$ cat src/hw/rtl/basc_pkg.sv
// basc_pkg: request codes, status codes and controller/datapath interface types
// for the bit array with strided clear. No dependencies.
`default_nettype none

package basc_pkg;

  localparam logic [2:0] REQ_GET      = 3'd0;
  localparam logic [2:0] REQ_SET      = 3'd1;
  localparam logic [2:0] REQ_CLR      = 3'd2;
  localparam logic [2:0] REQ_FLIP     = 3'd3;
  localparam logic [2:0] REQ_SET_ALL  = 3'd4;
  localparam logic [2:0] REQ_CLR_ALL  = 3'd5;
  localparam logic [2:0] REQ_STRIDED  = 3'd6;

  localparam logic [1:0] ST_DONE        = 2'd0;
  localparam logic [1:0] ST_RANGE       = 2'd1;
  localparam logic [1:0] ST_ZERO_STRIDE = 2'd2;

  typedef enum logic [1:0] {
    WS_CLEAR,
    WS_FILL,
    WS_BIT
  } wsel_t;

  typedef struct packed {
    logic  load_req;
    logic  ptr_inc;
    logic  mem_we;
    wsel_t wr_sel;
    logic  walk_next;
    logic  result_load;
  } cmd_t;

  typedef struct packed {
    logic [2:0] kind;
    logic       idx_bad;
    logic       stride_zero;
    logic       past_limit;
    logic       fill_empty;
    logic       fill_last;
    logic       clr_last;
  } sts_t;

endpackage

`default_nettype wire

$ cat src/hw/rtl/basc_ctrl.sv
// basc_ctrl: controller state machine for the bit array, sequencing the clearing
// pass, single-bit updates, bulk fills and strided walks. Depends on basc_pkg.
`default_nettype none

module basc_ctrl (
  input  wire             clk,
  input  wire             rst,
  input  wire             in_valid,
  output logic            in_ready,
  output logic            out_valid,
  input  wire             out_ready,
  input  wire basc_pkg::sts_t sts,
  output basc_pkg::cmd_t  cmd
);
  import basc_pkg::*;

  typedef enum logic [2:0] {
    S_CLR,
    S_IDLE,
    S_EXEC,
    S_FILL,
    S_WRD,
    S_WWR,
    S_FIN
  } state_t;

  state_t state;
  state_t state_next;
  logic   out_free;

  assign in_ready = (state == S_IDLE);
  assign out_free = !out_valid || out_ready;

  always_comb begin
    cmd        = '0;
    state_next = state;
    unique case (state)
      S_CLR: begin
        cmd.mem_we  = 1'b1;
        cmd.wr_sel  = WS_CLEAR;
        cmd.ptr_inc = 1'b1;
        if (sts.clr_last) begin
          state_next = S_IDLE;
        end
      end
      S_IDLE: begin
        if (in_valid) begin
          cmd.load_req = 1'b1;
          state_next   = S_EXEC;
        end
      end
      S_EXEC: begin
        unique case (sts.kind) inside
          REQ_GET, REQ_SET, REQ_CLR, REQ_FLIP: begin
            if (out_free) begin
              if (!sts.idx_bad && sts.kind != REQ_GET) begin
                cmd.mem_we = 1'b1;
                cmd.wr_sel = WS_BIT;
              end
              cmd.result_load = 1'b1;
              state_next      = S_IDLE;
            end
          end
          REQ_SET_ALL, REQ_CLR_ALL: begin
            state_next = sts.fill_empty ? S_FIN : S_FILL;
          end
          REQ_STRIDED: begin
            if (sts.stride_zero || sts.idx_bad || sts.past_limit) begin
              state_next = S_FIN;
            end else begin
              cmd.mem_we    = 1'b1;
              cmd.wr_sel    = WS_BIT;
              cmd.walk_next = 1'b1;
              state_next    = S_WRD;
            end
          end
          default: state_next = S_FIN;
        endcase
      end
      S_FILL: begin
        cmd.mem_we  = 1'b1;
        cmd.wr_sel  = WS_FILL;
        cmd.ptr_inc = 1'b1;
        if (sts.fill_last) begin
          state_next = S_FIN;
        end
      end
      S_WRD: begin
        state_next = sts.past_limit ? S_FIN : S_WWR;
      end
      S_WWR: begin
        cmd.mem_we    = 1'b1;
        cmd.wr_sel    = WS_BIT;
        cmd.walk_next = 1'b1;
        state_next    = S_WRD;
      end
      S_FIN: begin
        if (out_free) begin
          cmd.result_load = 1'b1;
          state_next      = S_IDLE;
        end
      end
      default: state_next = S_IDLE;
    endcase
  end

  always_ff @(posedge clk) begin
    if (rst) begin
      state     <= S_CLR;
      out_valid <= 1'b0;
    end else begin
      state <= state_next;
      if (cmd.result_load) begin
        out_valid <= 1'b1;
      end else if (out_ready) begin
        out_valid <= 1'b0;
      end
    end
  end

  a_no_overwrite: assert property (@(posedge clk) disable iff (rst)
    cmd.result_load |-> (!out_valid || out_ready))
    else $error("result loaded over an untaken result");

  a_idle_no_write: assert property (@(posedge clk) disable iff (rst)
    (state == S_IDLE) |-> !cmd.mem_we)
    else $error("store written while idle");

  a_get_no_write: assert property (@(posedge clk) disable iff (rst)
    (cmd.mem_we && cmd.wr_sel == WS_BIT) |-> (sts.kind != REQ_GET))
    else $error("get request wrote the store");

  a_one_at_a_time: assert property (@(posedge clk) disable iff (rst)
    (in_valid && in_ready) |=> !in_ready)
    else $error("second request taken while one is in progress");

endmodule

`default_nettype wire

$ cat config.mk
export PLATFORM = sky130hd
export DESIGN_NAME = basc_ctrl
export DESIGN_NICKNAME = d
export VERILOG_FILES = /design/src/hw/rtl/basc_pkg.sv /design/src/hw/rtl/basc_ctrl.sv
export SDC_FILE = /design/constraint.sdc
export NUM_CORES = 1
export LEC_CHECK = 0
export ABC_AREA = 1
export BUFFER_PORTS_ARGS = -buffer_cell sky130_fd_sc_hd__buf_2
export CORE_AREA = 2 2 39 41
export DETAILED_ROUTE_END_ITERATION = 10
export DIE_AREA = 0 0 41 43
export PLACE_DENSITY = 0.69
export SKIP_CTS_REPAIR_TIMING = 1
export SYNTH_ARGS = -nofsm -noshare
export SYNTH_HDL_FRONTEND = slang
export SYNTH_SLANG_ARGS = --single-unit
$ cat constraint.sdc
create_clock -name clk -period 1.05 [get_ports clk]
set_input_delay 0.21 -clock clk [delete_from_list [all_inputs] [get_ports clk]]
set_output_delay 0.21 -clock clk [all_outputs]
set_load 0.01 [all_outputs]
== After elaboration in Yosys (flattened, before gate mapping) ==
Cells that the tools add are included.
Word-level totals
  bits in registers: 4
  input bits: 13
  word-level logic and storage cells: 55
  output and inout bits: 9
Operators by class
  reduce and logical (&&, ||, !) cells: 14
  equal/unequal tests: 15
  multiplexer cells: 24
Operators by type and width (number)
  $mux 3: 7
  $pmux 3 s7: 1
  $eq 3x3->1 const B: 6
  $eq 3x2->1 const B: 4
  $pmux 3 s4: 1
  $pmux 3 s3: 1
  $mux 1: 8
  $eq 3x1->1 const B: 2
  $logic_not 3->1: 2
  $ne 2x2->1 const B: 3
  $pmux 3 s2: 1
  $mux 2: 2
  $mux 4: 1
  $pmux 1 s2: 2
  $reduce_or 2->1: 2
  $reduce_or 4->1: 1
  $logic_or 1x1->1: 3
  $reduce_and 3->1: 1
  $reduce_bool 3->1: 1
  $logic_not 1->1: 2
  $reduce_bool 2->1: 1
  $logic_and 1x1->1: 1

== Depth between registers and ports, before layout ==
Gate-level depths: netlist of the first run.
  depth after elaboration: 6
  gate-level depth with buffers: 10
  mapped depth without buffers: 9

== Worst setup path after synthesis of the first run ==
OpenSTA, ideal clock, no wires.
  kind: reg2reg
  start: register state[2]
  end: register state[1]
  arrival time: 1.072 ns
  cell stages (with the launch flop): 10
  required time: 0.934 ns
  path slack: -0.138 ns
  period minus slack after synthesis: 1.188 ns
  library setup time: 0.116 ns
  buffers on the path: 1
  path through: dfxtp_1 -> buf_4 -> inv_2 -> nand2_1 -> nor2_1 -> nand2_1 -> nand2_1 -> nor2_2 -> nand2_1 -> a21oi_1
On the way
  cells in the longest elaborated chain, start to end: 3
  elaborated cells on any way between the ends: 12
  those cells by class: eq/ne: 9; mux: 1; reduce/logical: 2
RTL lines
  start, declared: RTL line basc_ctrl.sv:27  | state_t state;
  start signal, assigned: RTL line basc_ctrl.sv:112  | state <= state_next;
  $eq 3x1->1 (*)
  net in_ready: RTL line basc_ctrl.sv:9  | output logic in_ready,
  $ne 2x2->1 (no line)
  $reduce_and 3->1 (no line)
Mark *: on every way through the listed nets, which the timed path passes. The rest lies on a longest branch.
A chain may end at the register's enable or synchronous reset.

==> metrics, run 1 <==
outcome finished with violations; failing checks negative setup slack; initial antenna violation count 0; DRC Markers 0; final-stage net count 138; CP Class flip-flop to output pin; worst reg2reg path endpoint state[0]$_SDFFE_PP0P_; worst-margin pin slew ~180 ps; Yosys reg bits 4; setup ws final -323 ps; die extent in y roughly 43 um; worst r2r path cells 9; CTS Buffer Depth 2; Critical Path AT between 1000 and 1500 ps; CTS H-tree lvls 1; CTS Buf Count 3; Synth area leader nand2_1; RSZ-0062 raised after global routing true; Final min period between 1000 and 1500 ps; power after layout roughly 0.65 mW; n_diodes 0; Die Width between 40 and 50 um; Lkg Pwr roughly 0.46 nW; vias in the first global route roughly 560; Yosys cell types 17; Pins Over Slew Limit 0; Hold Vio Cnt, Final 0; mean area per synthesized cell around 5.3 sq um; maxcap violations 0; CTS clk-pin slew, worst paths 40 ps; relative slew slack 0.877; All-Layer GR Usage 0.163; CTS sink count 4; vias roughly 670; Multi-input gate area between 300 and 400 sq um; Routed wire per std cell around 11 um; largest net degree at the start of global routing 8; Pre-antenna DRT Iters 4; Filler cells roughly 120; peak supply drop about 860 uV; Detailed Place HPWL between 1000 and 1500 um; gpl congestion 0.802; Port Buffers 21; CP Launch Point state[0]$_SDFFE_PP0P_; drt via density roughly 4.8; Final Cycle Share 1.31; setup_tns -2500 ps; drt initial violations 14; row cnt 14; Worst R2R Setup Slack -190 ps; antenna-violating nets left 0; gr ovfl total 0; Initial Util 0.311; Worst Setup EP cmd[0]; root buf cell clkbuf_4; Pwr Density 762 nW/um^2; maximum clock rate 729 MHz; Total Die Area roughly 1800 sq um; IO Pins 22; Mapped Area approximately 430 sq um; CP max FO 7; critical path startpoint category flip-flop; CTS tree yes; Synth Warn # 0; synth top area cells nand2_1 23%, dfxtp_1 19%, nor2_1 8.7%, inv_1 7.8%, nand3_1 7.0%; layout overhead on the synthesized area 98.8%; Net Count, Synth between 90 and 100; post-synth top area share 0.227; Setup violations, final 11; routed wire length about 1500 um; Post-Synthesis Cells 81; Worst R2R Start out_valid$_SDFFE_PP0P_; Clock Skew 2.59 ps; first-pass GRT wire length around 2100 um; Clock Latency Late Sink 240 ps; register area share after synthesis 0.186; core area between 1000 and 1500 sq um; WP data required 840 ps; CP endpoint kind output pin; HP Class input port to flip-flop; sequential cell area ~93 sq um; layout cells sized above 1 0.581
worst max-delay path, cell delays in order (launching register included):
cell and delay (ps):
dfxtp_4 380, inv_4 80, nand2_4 70, o21bai_1 170, nor2_1 100, buf_2 130
synth_stat cells:
cell type and count:
o211ai_1 1, nand2_1 26, nor2_1 10, or2_1 1
inv_1 9, inv_2 4, nor2_2 2, a21oi_1 3
o21bai_1 2, nand4_1 2, dfxtp_1 4, o21ai_0 3
nor3_1 4, nand3_1 6, o31ai_1 2, buf_4 1
nand3_2 1
report_power, final:
part | internal (mW) | leakage, nW | switching (mW)
registers | 0.158 | 0.0352 | 0.0218
logic | 0.132 | 0.408 | 0.132
clock network | 0.143 | 0.0150 | 0.0663
total | 0.432 | 0.458 | 0.220
registers in the layout, summed over array words and instances, names as in the netlist:
| name | count |
|---|---|
| state | 3 |
| out_valid | 1 |
cell usage in the layout (no fill, tap or decap), types with 2 or more instances in the layout:
cell type | netlist | layout
nor2_1 | 10 | 7
nand2_4 | 0 | 2
a21oi_1 | 3 | 2
nor2_4 | 0 | 4
o31ai_2 | 0 | 2
clkbuf_4 | 0 | 3
inv_2 | 4 | 3
o21bai_1 | 2 | 2
nand3_2 | 1 | 2
nand2_2 | 0 | 3
inv_1 | 9 | 8
o21ai_0 | 3 | 2
dfxtp_4 | 0 | 3
buf_2 | 0 | 19
nor3_2 | 0 | 3
nand2_1 | 26 | 21
nand4_1 | 2 | 2
buf_4 | 1 | 17
buf_6 | 0 | 4
nand3_1 | 6 | 4
final cells by class:
cell class	instances	area share
Sequential cell	4	0.108
Multi-Input combinational cell	63	0.459
Tap cell	16	0.0234
Inverter	13	0.0658
Timing Repair Buffer	40	0.313
Clock buffer	4	0.0307
through the flow:
stage	instances	setup WS (ps)	util	cell area [sq um]	hold WS, ps
3_3_place_gp	131	-227	0.500	692	415
6_report	140	-323	0.618	856	180
3_5_place_dp	131	-211	0.500	692	417
4_1_cts	135	-397	0.519	718	173
2_1_floorplan	81	-54.8	-	473	269
5_1_grt	140	-387	0.618	856	194
kinds of logic (layout without fill, tap and decap cells):
kind of cell | count (synthesis) | count (layout) | synth area share
flops | 4 | 4 | 0.186
buf+inv | 14 | 57 | 0.131
simple gates | 52 | 52 | 0.526
compound gates | 11 | 11 | 0.157
how the worst min path moves through the flow:
stage	from	endpoint	slack (ps)	cells after the start
detailed placement	rst	out_valid$_SDFFE_PP0P_	420	2
CTS	rst	out_valid$_SDFFE_PP0P_	170	2
global placement	rst	state[1]$_SDFFE_PP0P_	420	2
finish	rst	state[1]$_SDFFE_PP0P_	180	2
floorplan	rst	state[1]$_SDFFE_PP0P_	270	1
global route	rst	state[1]$_SDFFE_PP0P_	190	2
metal layers:
metal | GRT usage | up-vias | part of all wire | wire [um]
li1 | - | 347 | - | -
met1 | 0.206 | 293 | 0.40 | 616
met5 | 0 | - | 0 | 0
met3 | 0.0524 | 2 | 0.066 | 102
met2 | 0.259 | 25 | 0.53 | 808
met4 | 0.0333 | 0 | 0.0065 | 10
(Power assumes the default switching activity.)
==> run 2, diff against run 1 <==
==> constraint.sdc (replaced) <==
create_clock -name clk -period 1.05 [get_ports clk]
set_input_delay 0.21 -clock clk [delete_from_list [all_inputs] [get_ports clk]]
set_output_delay 0.21 -clock clk [all_outputs]
set_load 0.05 [all_outputs]
==> metrics, run 2 (synthesis gave the netlist of run 1 again) <==
Critical Path AT 1210 ps (+50 ps); maximum clock rate 705 MHz (-3.3%); CTS sink count 4 (unchanged); CTS Buffer Depth 2 (unchanged); HP Class input port to flip-flop; critical path startpoint category flip-flop; setup_tns -3250 ps (-753 ps); Pins Over Slew Limit 0 (unchanged); Pwr Density 767 nW/um^2 (+0.55%); HP Start rst; most common cell after layout, fill and taps aside nand2_1; Setup violations, final 12 (+1); Worst path depth 5 (unchanged); WP data required 840 ps (about the same); peak supply drop 709 uV (-18%); DRC Markers 0 (unchanged); CP Launch Point state[2]$_SDFFE_PP0P_; Worst R2R Start out_valid$_SDFFE_PP0P_; final-stage net count 141 (+2.2%); All-Layer GR Usage 0.160 (-0.00285); IO Pins 22 (unchanged); root buf cell clkbuf_4; n_diodes 0 (unchanged); first-pass GRT wire length 2060 um (-2.0%); gpl congestion 0.831 (+3.6%); power after layout 0.743 mW (+14%); largest net degree at the start of global routing 7 (-1); Hold Vio Cnt, Final 0 (unchanged); RSZ-0062 raised after global routing true; Largest register FFs 3 (unchanged); CTS tree yes; Routed wire per std cell 10.9 um (-0.45%); Clock Skew 0.644 ps (-1.95 ps); gr ovfl total 0 (unchanged); drt via density 4.65 (-2.3%); Detailed Place HPWL 1070 um (+3.4%); CP endpoint kind output pin; failing checks negative setup slack; Die Width 41 um (unchanged); antenna-violating nets left 0 (unchanged); vias 661 (-0.90%); worst-margin pin slew 242 ps (+59.2 ps); Worst path slowest cell dfxtp_4; worst r2r path cells 10 (+1); Total Die Area 1760 sq um (unchanged); commonest non-fill, non-tap cells in the layout 20 x nand2_1, 19 x buf_4, 12 x buf_2, 9 x buf_6, 7 x inv_1; routed wire length 1550 um (+0.97%); CP Cell Sequence buf_4 -> nor2_4 -> nand2_1 -> nand4_1 -> buf_6; layout overhead on the synthesized area 125%; CP max stage delay 370 ps (about the same); Crit path buffers/inverters 2 (unchanged); CP max FO 6 (-1); Largest regs state x3, out_valid x1; CTS H-tree lvls 1 (unchanged); drt initial violations 8 (-6); Layout Utilization 0.701 (+0.0823); CTS Buf Count 3 (unchanged); Clock Latency Late Sink 230 ps (about the same); maxcap violations 0 (unchanged); Worst R2R Setup Slack -280 ps (-90 ps); Worst Setup EP cmd[4]; outcome finished with violations; layout cells sized above 1 0.595 (+0.0146); CP Class flip-flop to output pin; Top reg by flops state; Hold Slack 179 ps (-0.247 ps); CP top delay family flip-flops; row cnt 14 (unchanged); vias in the first global route 538 (-3.8%); relative slew slack 0.837 (-0.0394); Final Cycle Share 1.35 (+0.0442); Port Buffers 21 (unchanged); worst reg2reg path endpoint state[0]$_SDFFE_PP0P_; Lkg Pwr 0.480 nW (+4.8%); Pre-antenna DRT Iters 4 (unchanged); core area 1380 sq um (unchanged); setup ws final -369 ps (-46.4 ps); Final min period 1420 ps (+46.4 ps); initial antenna violation count 0 (unchanged); CTS clk-pin slew, worst paths 40 ps (about the same); die extent in y 43 um (unchanged); Initial Util 0.311 (unchanged)
## run 2: cell types whose count changed in the layout (fill, tap and decap cells not counted), sizes merged
cell / before / now
buf: 40 / 43
clkbuf: 4 / 3
clkinvlp: 0 / 1
inv: 13 / 12
## run 2: area by class of cell
cell class                 count  area (sq um)
multi-input combinational     63           423
tap                           16          20.0
inverter                      13          60.1
fill                         113           414
sequential                     4          95.1
clock buffer                   3          22.5
timing repair buffer          43           349
## run 2: how the worst min path moves through the flow
stage	cells past startpoint	slack, ps	endpoint
2_1_floorplan	1	270	out_valid$_SDFFE_PP0P_
3_3_place_gp	2	420	state[1]$_SDFFE_PP0P_
3_5_place_dp	2	420	out_valid$_SDFFE_PP0P_
4_1_cts	2	180	out_valid$_SDFFE_PP0P_
5_1_grt	2	180	state[2]$_SDFFE_PP0P_
6_report	2	180	state[2]$_SDFFE_PP0P_
## run 2: metal layers
layer  GRT usage  routed length (um)  share of wire  up-vias
li1            -                   -              -      351
met1       0.242                 702           0.45      297
met2       0.244                 813           0.52       13
met3           0                  38          0.024        0
met4      0.0400                   0              0        0
met5           0                   0              0        -
## run 2: per-stage QoR
stage / area [sq um] / setup WS (ps) / std cells
6_report: 970 / -369 / 142
5_1_grt: 970 / -428 / 142
4_1_cts: 781 / -537 / 138
3_5_place_dp: 758 / -353 / 135
3_3_place_gp: 758 / -325 / 135
2_1_floorplan: 509 / -318 / 81
## run 2: report_power, final
| group | switching [mW] | total, mW | internal (mW) |
|---|---|---|---|
| clock | 0.0548 | 0.182 | 0.127 |
| combinational | 0.218 | 0.389 | 0.171 |
| sequential | 0.0168 | 0.173 | 0.156 |
| total | 0.289 | 0.743 | 0.454 |
==> run 3, diff against run 2 <==
ABC_AREA = not set   (was 1)
PLACE_DENSITY = 0.67   (was 0.69)
==> metrics, run 3 <==
Initial Util 0.287 (-0.0244); root buf cell clkbuf_4; first-pass GRT wire length 2150 um (+4.3%); drt initial violations 8 (unchanged); mean area per synthesized cell 6.96 sq um (+31%); Net Count, Synth 70 (-26%); largest net degree at the start of global routing 8 (+1); Inst Count DP 112 (-17%); Multi-input gate area 490 sq um (+16%); Synth area leader dfxtp_1; DRC Markers 0 (unchanged); layout overhead on the synthesized area 158%; HP Class input port to flip-flop; layout cells sized above 1 0.784 (+0.189); core area 1380 sq um (unchanged); top post-synthesis cells by count 9 x nor2_1, 4 x dfxtp_1, 4 x nand2_1, 4 x nand2b_1, 4 x o21ai_0; Port Buffers 21 (unchanged); Pwr Density 922 nW/um^2 (+20%); Pins Over Slew Limit 0 (unchanged); worst-margin pin slew 393 ps (+151 ps); Final min period 1610 ps (+186 ps); Post-synth EDFFs 0 (unchanged); Most used DFF post-synth dfxtp_1; asr flop ratio synth 0 (unchanged); maxcap violations 0 (unchanged); vias in the first global route 561 (+4.3%); register area share after synthesis 0.202 (+0.0158); Pre-antenna DRT Iters 4 (unchanged); outcome finished with violations; Clock Skew 0.260 ps (-0.384 ps); die extent in y 43 um (unchanged); Die Width 41 um (unchanged); synth top area cells dfxtp_1 20%, nor2_1 8.5%, nand2b_1 6.3%, nor4b_4 6.0%, o21ai_0 5.0%; antenna-violating nets left 0 (unchanged); drt via density 5.29 (+14%); WP data required 840 ps (about the same); Largest regs state x3, out_valid x1; Non-Filler Instances 118 (-17%); Hold Vio Cnt, Final 0 (unchanged); most common cell after layout, fill and taps aside buf_6; count leader, synth nor2_1; CTS Buffer Depth 2 (unchanged); Lkg Pwr 0.425 nW (-11%); critical path startpoint category flip-flop; gr ovfl total 0 (unchanged); Synth Warn # 0 (unchanged); Routed wire per std cell 14.5 um (+33%); Largest register FFs 3 (unchanged); n_diodes 0 (unchanged); CTS tree yes; relative slew slack 0.735 (-0.102); gpl congestion 0.831 (about the same); Total Die Area 1760 sq um (unchanged); All-Layer GR Usage 0.176 (+0.0164); Critical Path AT 1400 ps (+190 ps); Post-Synthesis Cells 57 (-30%); CTS clk-pin slew, worst paths 50 ps (about the same); CP endpoint kind output pin; Yosys cell types 27 (+10); Yosys reg bits 4 (unchanged); peak supply drop 632 uV (-11%); vias 624 (-5.6%); Detailed Place HPWL 1030 um (-3.4%); CP Class flip-flop to output pin; post-synth top area share 0.202 (-0.0249); Setup violations, final 13 (+1); setup ws final -555 ps (-186 ps); initial antenna violation count 0 (unchanged); Final Cycle Share 1.53 (+0.178); IO Pins 22 (unchanged); row cnt 14 (unchanged); CP max FO 4 (-2); power after layout 0.942 mW (+27%); CTS H-tree lvls 1 (unchanged); Mapped Area 397 sq um (-7.8%); commonest non-fill, non-tap cells in the layout 15 x buf_6, 14 x buf_4, 12 x buf_2, 6 x nor2_4; failing checks negative setup slack; CTS Buf Count 3 (unchanged); CTS sink count 4 (unchanged); Filler cells 98 (-13%); Top reg by flops state; routed wire length 1710 um (+10%); Clock Latency Late Sink 240 ps (about the same); sequential cell area 92.6 sq um (-2.6%); final-stage net count 116 (-18%); maximum clock rate 623 MHz (-12%); RSZ-0062 raised after global routing true
==> run 3: final timing paths <==
| check | startpoint | endpoint | slack [ps] | cells after the start |
|---|---|---|---|---|
| setup / recovery | state[2]$_SDFFE_PP0P_ | cmd[4] | -560 | 5 |
| hold reg to reg | out_valid$_SDFFE_PP0P_ | out_valid$_SDFFE_PP0P_ | 760 | 3 |
| setup reg to reg | state[1]$_SDFFE_PP0P_ | state[1]$_SDFFE_PP0P_ | -290 | 4 |
| hold / removal | rst | out_valid$_SDFFE_PP0P_ | 240 | 2 |
==> run 3: metal layers <==
layer / wire, um / vias to the layer above / track usage
met5: 0 / - / 0
met4: 43 / 0 / 0.0600
met3: 110 / 6 / 0.0471
met2: 931 / 34 / 0.291
met1: 629 / 287 / 0.207
li1: - / 297 / -
==> run 3: logic make-up after synthesis <==
logic type      share of synthesized area
mux                                0.0252
simple gates                        0.445
buf+inv                            0.0726
flops                               0.202
compound gates                      0.256
==> run 3: layout make-up <==
type / instances / share of cell area
Clock buffer: 4 / 0.0257
Timing Repair Buffer: 44 / 0.371
Tap cell: 16 / 0.0196
Sequential cell: 4 / 0.0906
Multi-Input combinational cell: 47 / 0.480
Inverter: 3 / 0.0135
==> run 3: critical path, cell delays in order (launching register included) <==
cell	delay, ps
dfxtp_2	320
buf_6	120
nor2b_4	120
a211o_1	300
a21oi_4	120
buf_6	170
==> run 3: stage by stage <==
step / worst slack, ps / setup TNS, ps / hold slack, ps / area (sq um) / util
final: -555 / -3950 / 236 / 1020 / 0.739
after floorplan: -396 / -1920 / 269 / 512 / -
after CTS: -675 / -5890 / 202 / 793 / 0.573
after detailed placement: -481 / -3780 / 452 / 767 / 0.554
after global routing: -593 / -4640 / 239 / 1020 / 0.739
after global placement: -448 / -3800 / 449 / 767 / 0.554
==> run 3: power breakdown <==
group | internal [mW] | switching (mW)
clock | 0.144 | 0.0863
sequential | 0.161 | 0.0274
combinational | 0.251 | 0.272
